File: config.mk
export PLATFORM = sky130hd
export DESIGN_NAME = antialiased_glyph_blitter_top
export DESIGN_NICKNAME = d
export VERILOG_FILES = /design/src/design/agb_pkg.sv /design/src/design/agb_front.sv /design/src/design/agb_queue.sv /design/src/design/agb_back.sv /design/src/design/antialiased_glyph_blitter_top.sv
export SDC_FILE = /design/constraint.sdc
export NUM_CORES = 1
export LEC_CHECK = 0
export ABC_AREA = 1
export ABC_CLOCK_PERIOD_IN_PS = 8600
export BUFFER_PORTS_ARGS = -buffer_cell sky130_fd_sc_hd__clkbuf_2
export CELL_PAD_IN_SITES_DETAIL_PLACEMENT = 0
export CELL_PAD_IN_SITES_GLOBAL_PLACEMENT = 1
export CORE_MARGIN = 5
export CORE_UTILIZATION = 45
export DETAILED_ROUTE_END_ITERATION = 10
export PLACE_DENSITY_LB_ADDON = 0.1
export REMOVE_ABC_BUFFERS = 1
export SYNTH_ARGS = -nofsm -noshare
export SYNTH_HDL_FRONTEND = slang
export SYNTH_SLANG_ARGS = --single-unit
File: constraint.sdc
create_clock -name aclk -period 8.6 [get_ports aclk]
set_input_delay 0.43 -clock aclk [delete_from_list [all_inputs] [get_ports aclk]]
set_output_delay 0.43 -clock aclk [all_outputs]
set_load 0.1 [all_outputs]
File: src/design/agb_pkg.sv
// Shared types and constants for the antialiased glyph blitter.
// Holds the register map, the configuration bundle and the front-to-back queue entry.
// No dependencies.
`timescale 1ns / 1ps
`default_nettype none

package agb_pkg;

    // Register indexes on the configuration port
    localparam logic [2:0] REG_ORIGIN_X       = 3'd0;
    localparam logic [2:0] REG_ORIGIN_Y       = 3'd1;
    localparam logic [2:0] REG_BOX_WIDTH      = 3'd2;
    localparam logic [2:0] REG_BOX_HEIGHT     = 3'd3;
    localparam logic [2:0] REG_BYTES_PER_LINE = 3'd4;
    localparam logic [2:0] REG_FG_COLOR       = 3'd5;
    localparam logic [2:0] REG_BG_COLOR       = 3'd6;

    // Reset values of the registers
    localparam logic [9:0]  RST_ORIGIN_X       = 10'd50;
    localparam logic [9:0]  RST_ORIGIN_Y       = 10'd50;
    localparam logic [7:0]  RST_BOX_WIDTH      = 8'd11;
    localparam logic [7:0]  RST_BOX_HEIGHT     = 8'd14;
    localparam logic [5:0]  RST_BYTES_PER_LINE = 6'd3;
    localparam logic [15:0] RST_FG_COLOR       = 16'hFFFF;
    localparam logic [15:0] RST_BG_COLOR       = 16'h0000;

    // Pixels per bitmap byte and queue depth
    localparam int unsigned PIX_PER_BYTE = 4;
    localparam int unsigned QUEUE_DEPTH  = 2;

    // Blend weights in percent and the reciprocal of 100 as 5243 / 2^19
    localparam logic [6:0]  WEIGHT_MID_BG = 7'd33;
    localparam logic [6:0]  WEIGHT_MID_FG = 7'd67;
    localparam logic [12:0] RECIP_100     = 13'd5243;
    localparam int unsigned RECIP_SHIFT   = 19;

    // Configuration bundle
    typedef struct packed {
        logic [9:0]  origin_x;
        logic [9:0]  origin_y;
        logic [7:0]  box_width;
        logic [7:0]  box_height;
        logic [5:0]  bytes_per_line;
        logic [15:0] fg_color;
        logic [15:0] bg_color;
    } agb_cfg_t;

    // One classified byte: per pixel its write flag, position and gray level
    typedef struct packed {
        logic [PIX_PER_BYTE-1:0]      wr;
        logic [PIX_PER_BYTE-1:0][7:0] col;
        logic [PIX_PER_BYTE-1:0][7:0] row;
        logic [PIX_PER_BYTE-1:0][1:0] lvl;
        logic                         done;
    } agb_entry_t;

endpackage

`default_nettype wire

File: src/design/agb_front.sv
// Front end of the glyph blitter: accepts bitmap bytes and walks the column/row counters.
// Classifies each of the four pixels of a byte into a queue entry.
// Depends on agb_pkg.
`timescale 1ns / 1ps
`default_nettype none

module agb_front (
    input  wire                  aclk,
    input  wire                  aresetn,
    input  wire agb_pkg::agb_cfg_t cfg,
    input  wire                  s_tvalid,
    output logic                 s_tready,
    input  wire  [7:0]           s_tdata,     // [7:0] glyph_byte
    input  wire                  q_full,
    output logic                 push,
    output agb_pkg::agb_entry_t  entry
);

    logic [7:0] col_reg, col_next;
    logic [7:0] row_reg, row_next;
    logic [7:0] row_len;
    logic       accept;

    assign row_len  = {cfg.bytes_per_line, 2'b00};
    assign s_tready = !q_full;
    assign accept   = s_tvalid && !q_full;

    // Step the counters over the four pixels of the byte
    always_comb begin
        logic [7:0] col;
        logic [7:0] row;
        col = col_reg;
        row = row_reg;
        entry.done = 1'b0;
        for (int i = 0; i < agb_pkg::PIX_PER_BYTE; i++) begin
            entry.col[i] = col;
            entry.row[i] = row;
            entry.wr[i]  = (col < cfg.box_width);
            entry.lvl[i] = s_tdata[7 - 2*i -: 2];
            col = col + 8'd1;
            if (col == row_len) begin
                col = 8'd0;
                row = row + 8'd1;
                if (row == cfg.box_height) begin
                    row = 8'd0;
                    entry.done = 1'b1;
                end
            end
        end
        col_next = col;
        row_next = row;
    end

    // Drop bytes that cause no result
    assign push = accept && ((|entry.wr) || entry.done);

    // Advance the counters on every accepted item
    always_ff @(posedge aclk) begin
        if (!aresetn) begin
            col_reg <= 8'd0;
            row_reg <= 8'd0;
        end else if (accept) begin
            col_reg <= col_next;
            row_reg <= row_next;
        end
    end

endmodule

`default_nettype wire

File: src/design/agb_queue.sv
// Short register queue between the front and back of the glyph blitter.
// Holds classified byte entries so either side can stall on its own.
// Depends on agb_pkg.
`timescale 1ns / 1ps
`default_nettype none

module agb_queue (
    input  wire                 aclk,
    input  wire                 aresetn,
    input  wire                 push,
    input  wire agb_pkg::agb_entry_t push_entry,
    output logic                full,
    input  wire                 pop,
    output logic                head_valid,
    output agb_pkg::agb_entry_t head_entry
);

    localparam int unsigned PTR_W = $clog2(agb_pkg::QUEUE_DEPTH);
    localparam int unsigned CNT_W = $clog2(agb_pkg::QUEUE_DEPTH + 1);

    agb_pkg::agb_entry_t entry_q [agb_pkg::QUEUE_DEPTH];
    logic [PTR_W-1:0] wr_ptr_reg, wr_ptr_next;
    logic [PTR_W-1:0] rd_ptr_reg, rd_ptr_next;
    logic [CNT_W-1:0] count_reg, count_next;
    logic             do_push, do_pop;

    assign full       = (count_reg == CNT_W'(agb_pkg::QUEUE_DEPTH));
    assign head_valid = (count_reg != '0);
    assign head_entry = entry_q[rd_ptr_reg];
    assign do_push    = push && !full;
    assign do_pop     = pop && head_valid;

    // Advance pointers and fill count
    always_comb begin
        wr_ptr_next = wr_ptr_reg;
        rd_ptr_next = rd_ptr_reg;
        count_next  = count_reg;
        if (do_push) begin
            wr_ptr_next = (wr_ptr_reg == PTR_W'(agb_pkg::QUEUE_DEPTH - 1)) ? '0
                                                                           : wr_ptr_reg + 1'b1;
        end
        if (do_pop) begin
            rd_ptr_next = (rd_ptr_reg == PTR_W'(agb_pkg::QUEUE_DEPTH - 1)) ? '0
                                                                           : rd_ptr_reg + 1'b1;
        end
        case ({do_push, do_pop})
            2'b10:   count_next = count_reg + 1'b1;
            2'b01:   count_next = count_reg - 1'b1;
            default: count_next = count_reg;
        endcase
    end

    always_ff @(posedge aclk) begin
        if (!aresetn) begin
            wr_ptr_reg <= '0;
            rd_ptr_reg <= '0;
            count_reg  <= '0;
        end else begin
            wr_ptr_reg <= wr_ptr_next;
            rd_ptr_reg <= rd_ptr_next;
            count_reg  <= count_next;
        end
    end

    // Store entries
    always_ff @(posedge aclk) begin
        if (do_push) begin
            entry_q[wr_ptr_reg] <= push_entry;
        end
    end

endmodule

`default_nettype wire

File: src/design/agb_back.sv
// Back end of the glyph blitter: turns queue entries into framebuffer writes.
// Emits one pixel write or glyph-end marker per cycle through an output register while the sink is ready.
// Depends on agb_pkg.
`timescale 1ns / 1ps
`default_nettype none

module agb_back #(
    parameter int COORD_BITS = 10
) (
    input  wire                 aclk,
    input  wire                 aresetn,
    input  wire agb_pkg::agb_cfg_t cfg,
    input  wire                 head_valid,
    input  wire agb_pkg::agb_entry_t head_entry,
    output logic                pop,
    output logic                m_tvalid,
    input  wire                 m_tready,
    output logic [39:0]         m_tdata,   // [9:0] pix_x, [19:10] pix_y, [35:20] pixel_color
    output logic                m_tlast,   // last
    output logic [1:0]          m_tuser    // [0] write_enable, [1] glyph_done
);

    localparam logic [10:0] COORD_MASK = 11'((1 << COORD_BITS) - 1);

    logic [3:0]  used_reg, used_next;
    logic [3:0]  pending, rest, sel_bit;
    logic [1:0]  sel_idx;
    logic        load;
    logic [10:0] sum_x, sum_y;
    logic [15:0] mid_color, pix_color;

    logic        m_tvalid_reg;
    logic [39:0] m_tdata_reg, m_tdata_next;
    logic        m_tlast_reg, m_tlast_next;
    logic [1:0]  m_tuser_reg, m_tuser_next;

    // Pick the first pixel still owed by the head entry
    assign pending = head_entry.wr & ~used_reg;
    always_comb begin
        sel_idx = 2'd0;
        for (int i = agb_pkg::PIX_PER_BYTE - 1; i >= 0; i--) begin
            if (pending[i]) begin
                sel_idx = 2'(i);
            end
        end
    end
    assign sel_bit = 4'b0001 << sel_idx;
    assign rest    = pending & ~sel_bit;
    assign load    = head_valid && (!m_tvalid_reg || m_tready);
    assign pop     = load && (rest == 4'd0);

    always_comb begin
        used_next = used_reg;
        if (load) begin
            used_next = pop ? 4'd0 : (used_reg | sel_bit);
        end
    end

    // Blend one channel at 33 percent background
    function automatic logic [5:0] blend_mid(input logic [5:0] bg, input logic [5:0] fg);
        logic [12:0] v;
        logic [25:0] prod;
        v    = 13'(bg) * 13'(agb_pkg::WEIGHT_MID_BG) + 13'(fg) * 13'(agb_pkg::WEIGHT_MID_FG);
        prod = 26'(v) * 26'(agb_pkg::RECIP_100);
        return prod[agb_pkg::RECIP_SHIFT +: 6];
    endfunction

    always_comb begin
        logic [5:0] r6, g6, b6;
        r6 = blend_mid({1'b0, cfg.bg_color[15:11]}, {1'b0, cfg.fg_color[15:11]});
        g6 = blend_mid(cfg.bg_color[10:5], cfg.fg_color[10:5]);
        b6 = blend_mid({1'b0, cfg.bg_color[4:0]}, {1'b0, cfg.fg_color[4:0]});
        mid_color = {r6[4:0], g6, b6[4:0]};
    end

    // Select the color by gray level
    always_comb begin
        case (head_entry.lvl[sel_idx])
            2'd0:    pix_color = cfg.fg_color;
            2'd3:    pix_color = cfg.bg_color;
            default: pix_color = mid_color;
        endcase
    end

    // Wrap coordinates to the coordinate width
    assign sum_x = (11'(cfg.origin_x) + 11'(head_entry.col[sel_idx])) & COORD_MASK;
    assign sum_y = (11'(cfg.origin_y) + 11'(head_entry.row[sel_idx])) & COORD_MASK;

    // Build the next result: pixel write, or a bare glyph-end marker
    always_comb begin
        if (pending != 4'd0) begin
            m_tdata_next = {4'd0, pix_color, sum_y[9:0], sum_x[9:0]};
            m_tuser_next = {head_entry.done, 1'b1};
        end else begin
            m_tdata_next = 40'd0;
            m_tuser_next = {head_entry.done, 1'b0};
        end
        m_tlast_next = (rest == 4'd0);
    end

    always_ff @(posedge aclk) begin
        if (!aresetn) begin
            used_reg     <= 4'd0;
            m_tvalid_reg <= 1'b0;
        end else begin
            used_reg <= used_next;
            if (load) begin
                m_tvalid_reg <= 1'b1;
            end else if (m_tready) begin
                m_tvalid_reg <= 1'b0;
            end
        end
    end

    // Hold the payload until taken
    always_ff @(posedge aclk) begin
        if (load) begin
            m_tdata_reg <= m_tdata_next;
            m_tlast_reg <= m_tlast_next;
            m_tuser_reg <= m_tuser_next;
        end
    end

    assign m_tvalid = m_tvalid_reg;
    assign m_tdata  = m_tdata_reg;
    assign m_tlast  = m_tlast_reg;
    assign m_tuser  = m_tuser_reg;

endmodule

`default_nettype wire

File: src/design/antialiased_glyph_blitter_top.sv
// Path: an accepted byte is stored in the queue, then its results pass the output register.
// Throughput: one byte per cycle into a two-entry queue while it has room; the back end
// emits one result per cycle while the sink is ready, so a byte holds it until all of its
// results (up to 4) are out, and a byte that causes no result is dropped in the front.
// Reset: aresetn, synchronous, active low; clears counters, queue, output valid
// and loads the register defaults.
`timescale 1ns / 1ps
`default_nettype none

module antialiased_glyph_blitter_top #(
    parameter int COORD_BITS = 10
) (
    input  wire         aclk,
    input  wire         aresetn,
    input  wire         cfg_valid,
    output logic        cfg_ready,
    input  wire  [2:0]  cfg_index,
    input  wire  [15:0] cfg_data,
    input  wire         s_tvalid,
    output logic        s_tready,
    input  wire  [7:0]  s_tdata,    // [7:0] glyph_byte
    output logic        m_tvalid,
    input  wire         m_tready,
    output logic [39:0] m_tdata,    // [9:0] pix_x, [19:10] pix_y, [35:20] pixel_color
    output logic        m_tlast,    // last
    output logic [1:0]  m_tuser     // [0] write_enable, [1] glyph_done
);

    agb_pkg::agb_cfg_t   cfg_reg;
    agb_pkg::agb_entry_t push_entry, head_entry;
    logic                push, q_full, pop, head_valid;

    assign cfg_ready = 1'b1;

    // Configuration registers
    always_ff @(posedge aclk) begin
        if (!aresetn) begin
            cfg_reg.origin_x       <= agb_pkg::RST_ORIGIN_X;
            cfg_reg.origin_y       <= agb_pkg::RST_ORIGIN_Y;
            cfg_reg.box_width      <= agb_pkg::RST_BOX_WIDTH;
            cfg_reg.box_height     <= agb_pkg::RST_BOX_HEIGHT;
            cfg_reg.bytes_per_line <= agb_pkg::RST_BYTES_PER_LINE;
            cfg_reg.fg_color       <= agb_pkg::RST_FG_COLOR;
            cfg_reg.bg_color       <= agb_pkg::RST_BG_COLOR;
        end else if (cfg_valid) begin
            unique case (cfg_index)
                agb_pkg::REG_ORIGIN_X:       cfg_reg.origin_x       <= cfg_data[9:0];
                agb_pkg::REG_ORIGIN_Y:       cfg_reg.origin_y       <= cfg_data[9:0];
                agb_pkg::REG_BOX_WIDTH:      cfg_reg.box_width      <= cfg_data[7:0];
                agb_pkg::REG_BOX_HEIGHT:     cfg_reg.box_height     <= cfg_data[7:0];
                agb_pkg::REG_BYTES_PER_LINE: cfg_reg.bytes_per_line <= cfg_data[5:0];
                agb_pkg::REG_FG_COLOR:       cfg_reg.fg_color       <= cfg_data;
                agb_pkg::REG_BG_COLOR:       cfg_reg.bg_color       <= cfg_data;
                default: ;
            endcase
        end
    end

    agb_front u_front (
        .aclk     (aclk),
        .aresetn  (aresetn),
        .cfg      (cfg_reg),
        .s_tvalid (s_tvalid),
        .s_tready (s_tready),
        .s_tdata  (s_tdata),
        .q_full   (q_full),
        .push     (push),
        .entry    (push_entry)
    );

    agb_queue u_queue (
        .aclk       (aclk),
        .aresetn    (aresetn),
        .push       (push),
        .push_entry (push_entry),
        .full       (q_full),
        .pop        (pop),
        .head_valid (head_valid),
        .head_entry (head_entry)
    );

    agb_back #(
        .COORD_BITS (COORD_BITS)
    ) u_back (
        .aclk       (aclk),
        .aresetn    (aresetn),
        .cfg        (cfg_reg),
        .head_valid (head_valid),
        .head_entry (head_entry),
        .pop        (pop),
        .m_tvalid   (m_tvalid),
        .m_tready   (m_tready),
        .m_tdata    (m_tdata),
        .m_tlast    (m_tlast),
        .m_tuser    (m_tuser)
    );

endmodule

`default_nettype wire

==> summary.md, run 1 <==
| Metric | Value |
|---|---|
| Max-Cap Viols | `0` |
| Maximum fanout along the worst path | `4` |
| DP HPWL | `55.4 mm` |
| Number of global-route vias before repair | `approximately 21000` |
| Fraction of the yosys area taken by sequential cells | `approximately 29%` |
| CP endpoint kind | `register` |
| First-pass DRT Iterations | `5` |
| Cell count of the worst reg-to-reg path | `43` |
| Final Cell Area | `31200 um^2` |
| R2r setup slk | `0.30 ns` |
| Register bit total from synthesis | `293` |
| Die area | `64800 um^2` |
| Worst Hold End | `u_queue.entry_q[1][4]` |
| Period utilization | `96.5%` |
| Largest net degree at the start of global routing | `62` |
| Via density | `5.14` |
| CP Launch Type | `register` |
| Post-DP Area | `29200 um^2` |
| Initial antenna violation count | `3` |
| Final core utilization | `a little over half` |
| Clock slew at reported path FFs | `0.06 ns` |
| Synth Cell Area | `26900 um^2` |
| Final setup violation count | `0` |
| Starting Density | `45.5%` |
| Routed WL | `70.1 mm` |
| Clock tree sinks | `293` |
| Status | `completed` |
| Initial DRC Count | `1167` |
| Antenna Cells | `0` |
| Area contributors post-synth | `edfxtp_1, ha_1, fa_1, inv_1, dfxtp_1` |
| Area leader, netlist | `edfxtp_1` |
| Max FFs per register | `between 150 and 200` |
| Cell row count | `slightly below 90` |
| Worst Tran Pin Value | `about 0.83 ns` |
| Gr ovfl total | `0` |
| Inserted Clock Buffers | `34` |
| Core area | `59100 um^2` |
| NumNets Final | `3925` |
| Max_slew headroom | `between 40% and 50%` |
| Hold path depth | `1` |
| Hold Path Origin | `s_tdata[5]` |
| Syn_area_per_cell | `8.83 um^2` |
| Io pins | `78` |
| CP top delay family | `adder cells` |
| RSZ-0062 raised after global routing | `yes` |
| Most common cell after layout, fill and taps aside | `inv_1` |
| Launching point of the worst reg2reg path | `cfg_reg[25]` |
| Setup_tns | `0 ns` |
| Vias | `around 21000` |
| Hold WC Path Type | `primary input to register` |
| Commonest cells after routing, fill and taps aside | `inv_1, nand2_1, ha_1, nor2_1, edfxtp_1` |
| Kind of critical path | `register to register` |
| Clock Skews | `between 0.02 and 0.025 ns` |
| Die Y | `255 um` |
| Average wire per standard cell | `around 17 um` |
| Crit path arrival time | `between 8 and 9 ns` |
| Top FF cell, synth | `edfxtp_1` |
| Fin. max-slew vios | `0` |
| Synth top area share | `21.5%` |
| GRT Util Overall | `21.5%` |
| Number of synthesized flops with an enable pin | `193` |
| Remaining DRCs | `0` |
| CTS tree | `built` |
| Slowest library cell on the worst path | `fa_1` |
| Period minus WS final | `8.30 ns` |
| I/O Buffers | `72` |
| Synth async-reset ratio | `0%` |
| Clk buf depth | `3` |
| Post-CTS Hold Buffers | `0` |
| WP depth | `43` |
| Hold Fails Final Rpt | `0` |
| Final Hold Slack | `a little over 0.09 ns` |
| Fraction of layout cells with a size suffix above 1 | `16.4%` |
| Die X | `255 um` |
| Fmax | `121 MHz` |
| Critical path's largest stage delay | `0.57 ns` |
| First-pass GRT wire length | `between 100 and 150 mm` |
| Worst skew pair latency | `0.53 ns` |
| CP required | `8.97 ns` |
| Buf/Inv on CP | `8` |
| Routability cong. | `0.879` |
| Layout Area Growth over Synthesis | `16.1%` |
| Ys Warns | `0` |
| H-tree depth | `2` |
| Post-synth cell types | `61` |
| Syn Inst Count | `3047` |
| Antenna-violating nets left | `0` |
| CTS root buffer | `clkbuf_16` |
| Reg-to-reg critical path endpoint | `u_back.m_tdata[30]` |
## routing by layer
layer  GRT usage, %  routed length (um)  up-vias
met1           30.4               32300    10004
met2           36.0               33100      425
met4           4.89                1380        0
met3           2.12                3280       82
met5              0                   0        -
li1               -                   -    10404
## cell families (layout without fill, tap and decap cells)
| group | count (synthesis) | after routing | share of synthesized area [%] |
|---|---|---|---|
| fa+ha+maj | 621 | 621 | 34.2 |
| other cells | 2 | 5 | 0.0279 |
| mux | 6 | 6 | 0.223 |
| flops | 293 | 293 | 29.0 |
| compound gates | 412 | 412 | 8.68 |
| simple gates | 989 | 989 | 16.3 |
| buf+inv | 662 | 910 | 9.57 |
| xor+xnor | 62 | 62 | 2.07 |
## what timing repair did
item	in CTS	in global routing
buffers inserted	0	13
cloned	0	0
pin swaps	9	74
endpoints found under the setup margin	7	167
resized for setup	21	132
## cell usage after synthesis (3+ instances only)
| library cell | number |
|---|---|
| xnor2_1 | 15 |
| o2111a_1 | 10 |
| nand2_1 | 461 |
| a211oi_1 | 3 |
| nor2_1 | 248 |
| a21oi_1 | 174 |
| inv_1 | 576 |
| nand3_4 | 3 |
| mux2i_1 | 6 |
| o21ai_0 | 127 |
| a31oi_1 | 4 |
| nand2_2 | 24 |
| ha_1 | 432 |
| nand4_1 | 30 |
| nor2_4 | 8 |
| o211ai_1 | 19 |
| buf_6 | 4 |
| nand3_2 | 7 |
| nand3_1 | 153 |
| nand3b_1 | 3 |
| buf_4 | 7 |
| clkinv_1 | 6 |
| o21ai_1 | 9 |
| xor2_1 | 46 |
| fa_1 | 189 |
| nor3_1 | 9 |
| o22ai_1 | 36 |
| clkbuf_1 | 45 |
| nor2_2 | 24 |
| o21bai_1 | 7 |
| dfxtp_1 | 100 |
| or2_2 | 4 |
| edfxtp_1 | 193 |
| nand2_4 | 10 |
| a2111oi_0 | 5 |
| inv_2 | 17 |
## worst register-to-register path: cells and delay by family, from the launching register on
family / cells / cell delay [ns]
AOI/OAI and AO/OA: 15 / 1.93
xor gates and xnor gates: 2 / 0.34
adders and majority gates: 12 / 4.36
buffers and inverters: 8 / 0.57
DFF: 1 / 0.33
and+or+nand+nor: 6 / 0.63
## through the flow
stage,setup slack [ns],cells
after floorplan,-0.434,2987
after global placement,-0.188,3996
after detailed placement,-0.258,3996
after CTS,0.00160,4058
after global routing,-0.232,4071
final,0.302,4071
## cell type report
| cell class | count | area [um^2] |
|---|---|---|
| clock buffers | 51 | 996 |
| clock inverters | 11 | 165 |
| fillers | 5487 | 27900 |
| inverters | 599 | 2250 |
| multi-input cells | 2095 | 17300 |
| flip-flops and latches | 293 | 7810 |
| well taps | 773 | 967 |
| repair buffers | 249 | 1730 |
## worst max-delay path by stage
stage	from	end	slack [ns]
after floorplan	u_front.col_reg[1]	u_queue.entry_q[0][0]	-0.43
after global placement	cfg_reg[29]	u_back.m_tdata[35]	-0.19
after detailed placement	cfg_reg[30]	u_back.m_tdata[35]	-0.26
after CTS	cfg_reg[18]	u_back.m_tdata[24]	0.002
after global routing	cfg_reg[25]	u_back.m_tdata[30]	-0.23
final	cfg_reg[25]	u_back.m_tdata[30]	0.30
Power of run 1 is left out: the tool's default activity adds up to more than one toggle a clock period on the data nets, which glitch-free logic cannot reach.
==> inputs of run 2 (changes only) <==
--- a/config.mk
+++ b/config.mk
@@ -17,4 +17,5 @@
 export REMOVE_ABC_BUFFERS = 1
 export SYNTH_ARGS = -nofsm -noshare
 export SYNTH_HDL_FRONTEND = slang
+export SYNTH_HIERARCHICAL = 1
 export SYNTH_SLANG_ARGS = --single-unit
==> summary.md, run 2 <==
| Metric | Value |
|---|---|
| Status | `completed` |
| CTS tree | `built` |
| # fillers | `6345 (+16%)` |
| Core area | `65600 um^2 (+11%)` |
| Synth Cell Area | `29700 um^2 (+11%)` |
| Clk buf depth | `3 (unchanged)` |
| Period utilization | `93.1% (-3.4 points)` |
| Die X | `267 um (+4.9%)` |
| Worst Tran Pin Value | `1.14 ns (+0.313 ns)` |
| Synth top area share | `19.5% (-2.1 points)` |
| Clock Skews | `0.0220 ns (+0.00133 ns)` |
| Hold path depth | `1 (unchanged)` |
| Fraction of the yosys area taken by sequential cells | `26.2% (-2.8 points)` |
| Post-synthesis mux area share | `3.29% (+3.1 points)` |
| Clock slew at reported path FFs | `0.06 ns (about the same)` |
| Area contributors post-synth | `edfxtp_1, ha_1, fa_1, nand2_1, inv_1` |
| CTS root buffer | `clkbuf_16` |
| R2r setup slk | `0.59 ns (+0.29 ns)` |
| Fmax | `125 MHz (+3.6%)` |
| Syn Inst Count | `3639 (+19%)` |
| Maximum fanout along the worst path | `6 (+2)` |
| Period minus WS final | `8.01 ns (-0.291 ns)` |
| Max-Cap Viols | `0 (unchanged)` |
| Io pins | `78 (unchanged)` |
| Antenna-violating nets left | `0 (unchanged)` |
| RSZ-0062 raised after global routing | `no` |
| Register bit total from synthesis | `293 (unchanged)` |
| Synth async-reset ratio | `0% (unchanged)` |
| GRT Util Overall | `23.5% (+2.0 points)` |
| Inserted Clock Buffers | `36 (+5.9%)` |
| Ys Warns | `6 (+6)` |
| First-pass DRT Iterations | `6 (+1)` |
| I/O Buffers | `72 (unchanged)` |
| Cell row count | `94 (+5.6%)` |
| Max FFs per register | `154 (unchanged)` |
| Gr ovfl total | `0 (unchanged)` |
| DP HPWL | `68.3 mm (+23%)` |
| Cell mode on critical path | `inv_1` |
| Die area | `71300 um^2 (+10%)` |
| Compound-Gate Fraction of Synth Area | `6.38% (-2.3 points)` |
| CP Launch Type | `register` |
| Via density | `5.23 (+1.7%)` |
| Worst skew pair latency | `0.55 ns (+0.02 ns)` |
| Final core utilization | `49.1% (-3.7 points)` |
| Post-synth cell types | `64 (+4.9%)` |
| Slowest library cell on the worst path | `fa_1` |
| Top FF cell, synth | `edfxtp_1` |
| Setup WS post-layout | `0.593 ns (+0.291 ns)` |
| Fraction of layout cells with a size suffix above 1 | `9.44% (-7.0 points)` |
| H-tree depth | `2 (unchanged)` |
| Kind of critical path | `register to register` |
| Syn_area_per_cell | `8.17 um^2 (-7.4%)` |
| Vias | `24069 (+15%)` |
| Most common cell after layout, fill and taps aside | `nand2_1` |
| Fin. max-slew vios | `0 (unchanged)` |
| Critical path's largest stage delay | `0.56 ns (about the same)` |
| Post-DP Area | `31000 um^2 (+6.2%)` |
| Final setup violation count | `0 (unchanged)` |
| Initial DRC Count | `1692 (+45%)` |
| Hold Fails Final Rpt | `0 (unchanged)` |
| Final Cell Area | `32200 um^2 (+3.1%)` |
| Average wire per standard cell | `18.3 um (+6.5%)` |
| Crit path arrival time | `8.32 ns (-0.35 ns)` |
| Number of global-route vias before repair | `23971 (+15%)` |
| Remaining DRCs | `0 (unchanged)` |
| Synth Area in Simple Gates | `22.3% (+6.0 points)` |
| Hold WC Path Type | `primary input to register` |
| First-pass GRT wire length | `134 mm (+21%)` |
| Adder-cell share of the synthesized area | `30.0% (-4.1 points)` |
| Cell count of the worst reg-to-reg path | `32 (-26%)` |
| Die Y | `267 um (+4.9%)` |
| Commonest cells post-synth | `nand2_1, inv_1, ha_1` |
| Routability cong. | `0.912 (+3.7%)` |
| Routed WL | `84.5 mm (+20%)` |
| Footprint of the multi-input gates | `19000 um^2 (+9.8%)` |
| CP required | `8.91 ns (-0.06 ns)` |
| Max_slew headroom | `23.7% (-21 points)` |
| Area leader, netlist | `edfxtp_1` |
| Largest family of logic cells by synthesized area | `adder cells` |
| Clock tree sinks | `293 (unchanged)` |
| Register area | `7810 um^2 (about the same)` |
| CP endpoint kind | `register` |
| NumNets Final | `4354 (+11%)` |
| Initial antenna violation count | `4 (+1)` |
| Most common cell in the netlist | `nand2_1` |
| Commonest cells after routing, fill and taps aside | `nand2_1, inv_1, ha_1, nor2_1, nand3_1` |
| Starting Density | `45.3% (-0.18 points)` |
| Largest net degree at the start of global routing | `81 (+31%)` |
| Dpl ws | `0.689 ns (+0.946 ns)` |
| Post-synthesis xor/xnor area fraction | `1.83% (-0.24 points)` |
| Number of synthesized flops with an enable pin | `193 (unchanged)` |
| Layout Area Growth over Synthesis | `8.33%` |
[run 2: cell types whose count changed after synthesis, sizes merged, moves of 22 or more]
cell	delta
o21ai	-60
clkbuf	-26
nand2	+305
inv	+70
nand3	+118
nor2	+75
nor3	+22
buf	+36
mux2	+77
[run 2: cells by family (layout without fill, tap and decap cells)]
family                     Yosys count  in the layout
AOI/OAI and AO/OA                  326            326
xor gates and xnor gates            53             53
adders and majority gates          609            609
buffers and inverters              741            838
DFF                                293            293
muxes                               77             77
other                                2              6
and+or+nand+nor                   1538           1539
[run 2: area by class of cell]
type,instances,area share [%]
Clock buffer,45,2.90
Inverter,668,7.78
Tap cell,864,3.36
Sequential cell,293,24.2
Antenna cell,1,0.00777
Clock inverter,20,0.683
Timing Repair Buffer,105,2.00
Multi-Input combinational cell,2609,59.0
[run 2: routing by layer]
| layer | global-route usage (%) | part of all wire, % |
|---|---|---|
| met5 | 0 | 0 |
| met4 | 5.55 | 2.5 |
| met3 | 2.63 | 4.8 |
| met2 | 38.3 | 46 |
| met1 | 33.7 | 47 |
[run 2: worst paths after layout]
path	start	end
setup reg to reg	cfg_reg[25]	u_back/m_tdata[29]
hold reg to reg	u_back/used_reg[0]	u_back/used_reg[0]
setup / recovery	cfg_reg[25]	u_back/m_tdata[29]
hold / removal	s_tdata[3]	u_queue/entry_q[1][6]
[run 2: through the flow]
step / hold slack, ns / setup TNS (ns) / instances
2_1_floorplan: 0.431 / -74.59 / 3569
3_3_place_gp: 0.446 / 0 / 4537
3_5_place_dp: 0.451 / 0 / 4537
4_1_cts: 0.0322 / 0 / 4602
5_1_grt: 0.0484 / 0 / 4605
6_report: 0.0648 / 0 / 4605
[run 2: critical path, delay by kind of cell (launching register included)]
kind | cells | cell delay, ns
AO/OA/AOI/OAI | 1 | 0.12
XOR/XNOR | 1 | 0.47
adder cells (fa/ha/maj) | 12 | 4.65
buffers and inverters | 9 | 0.69
flip-flops | 1 | 0.43
AND/OR/NAND/NOR | 9 | 1.40
[run 2: what timing repair did]
item / in CTS / in global routing
setup buffers: 0 / 0
gates resized for setup: 0 / 11
hold buffers: 0 / 0
endpoints found under the setup margin: 0 / 156
Power of run 2 is left out for the same reason.
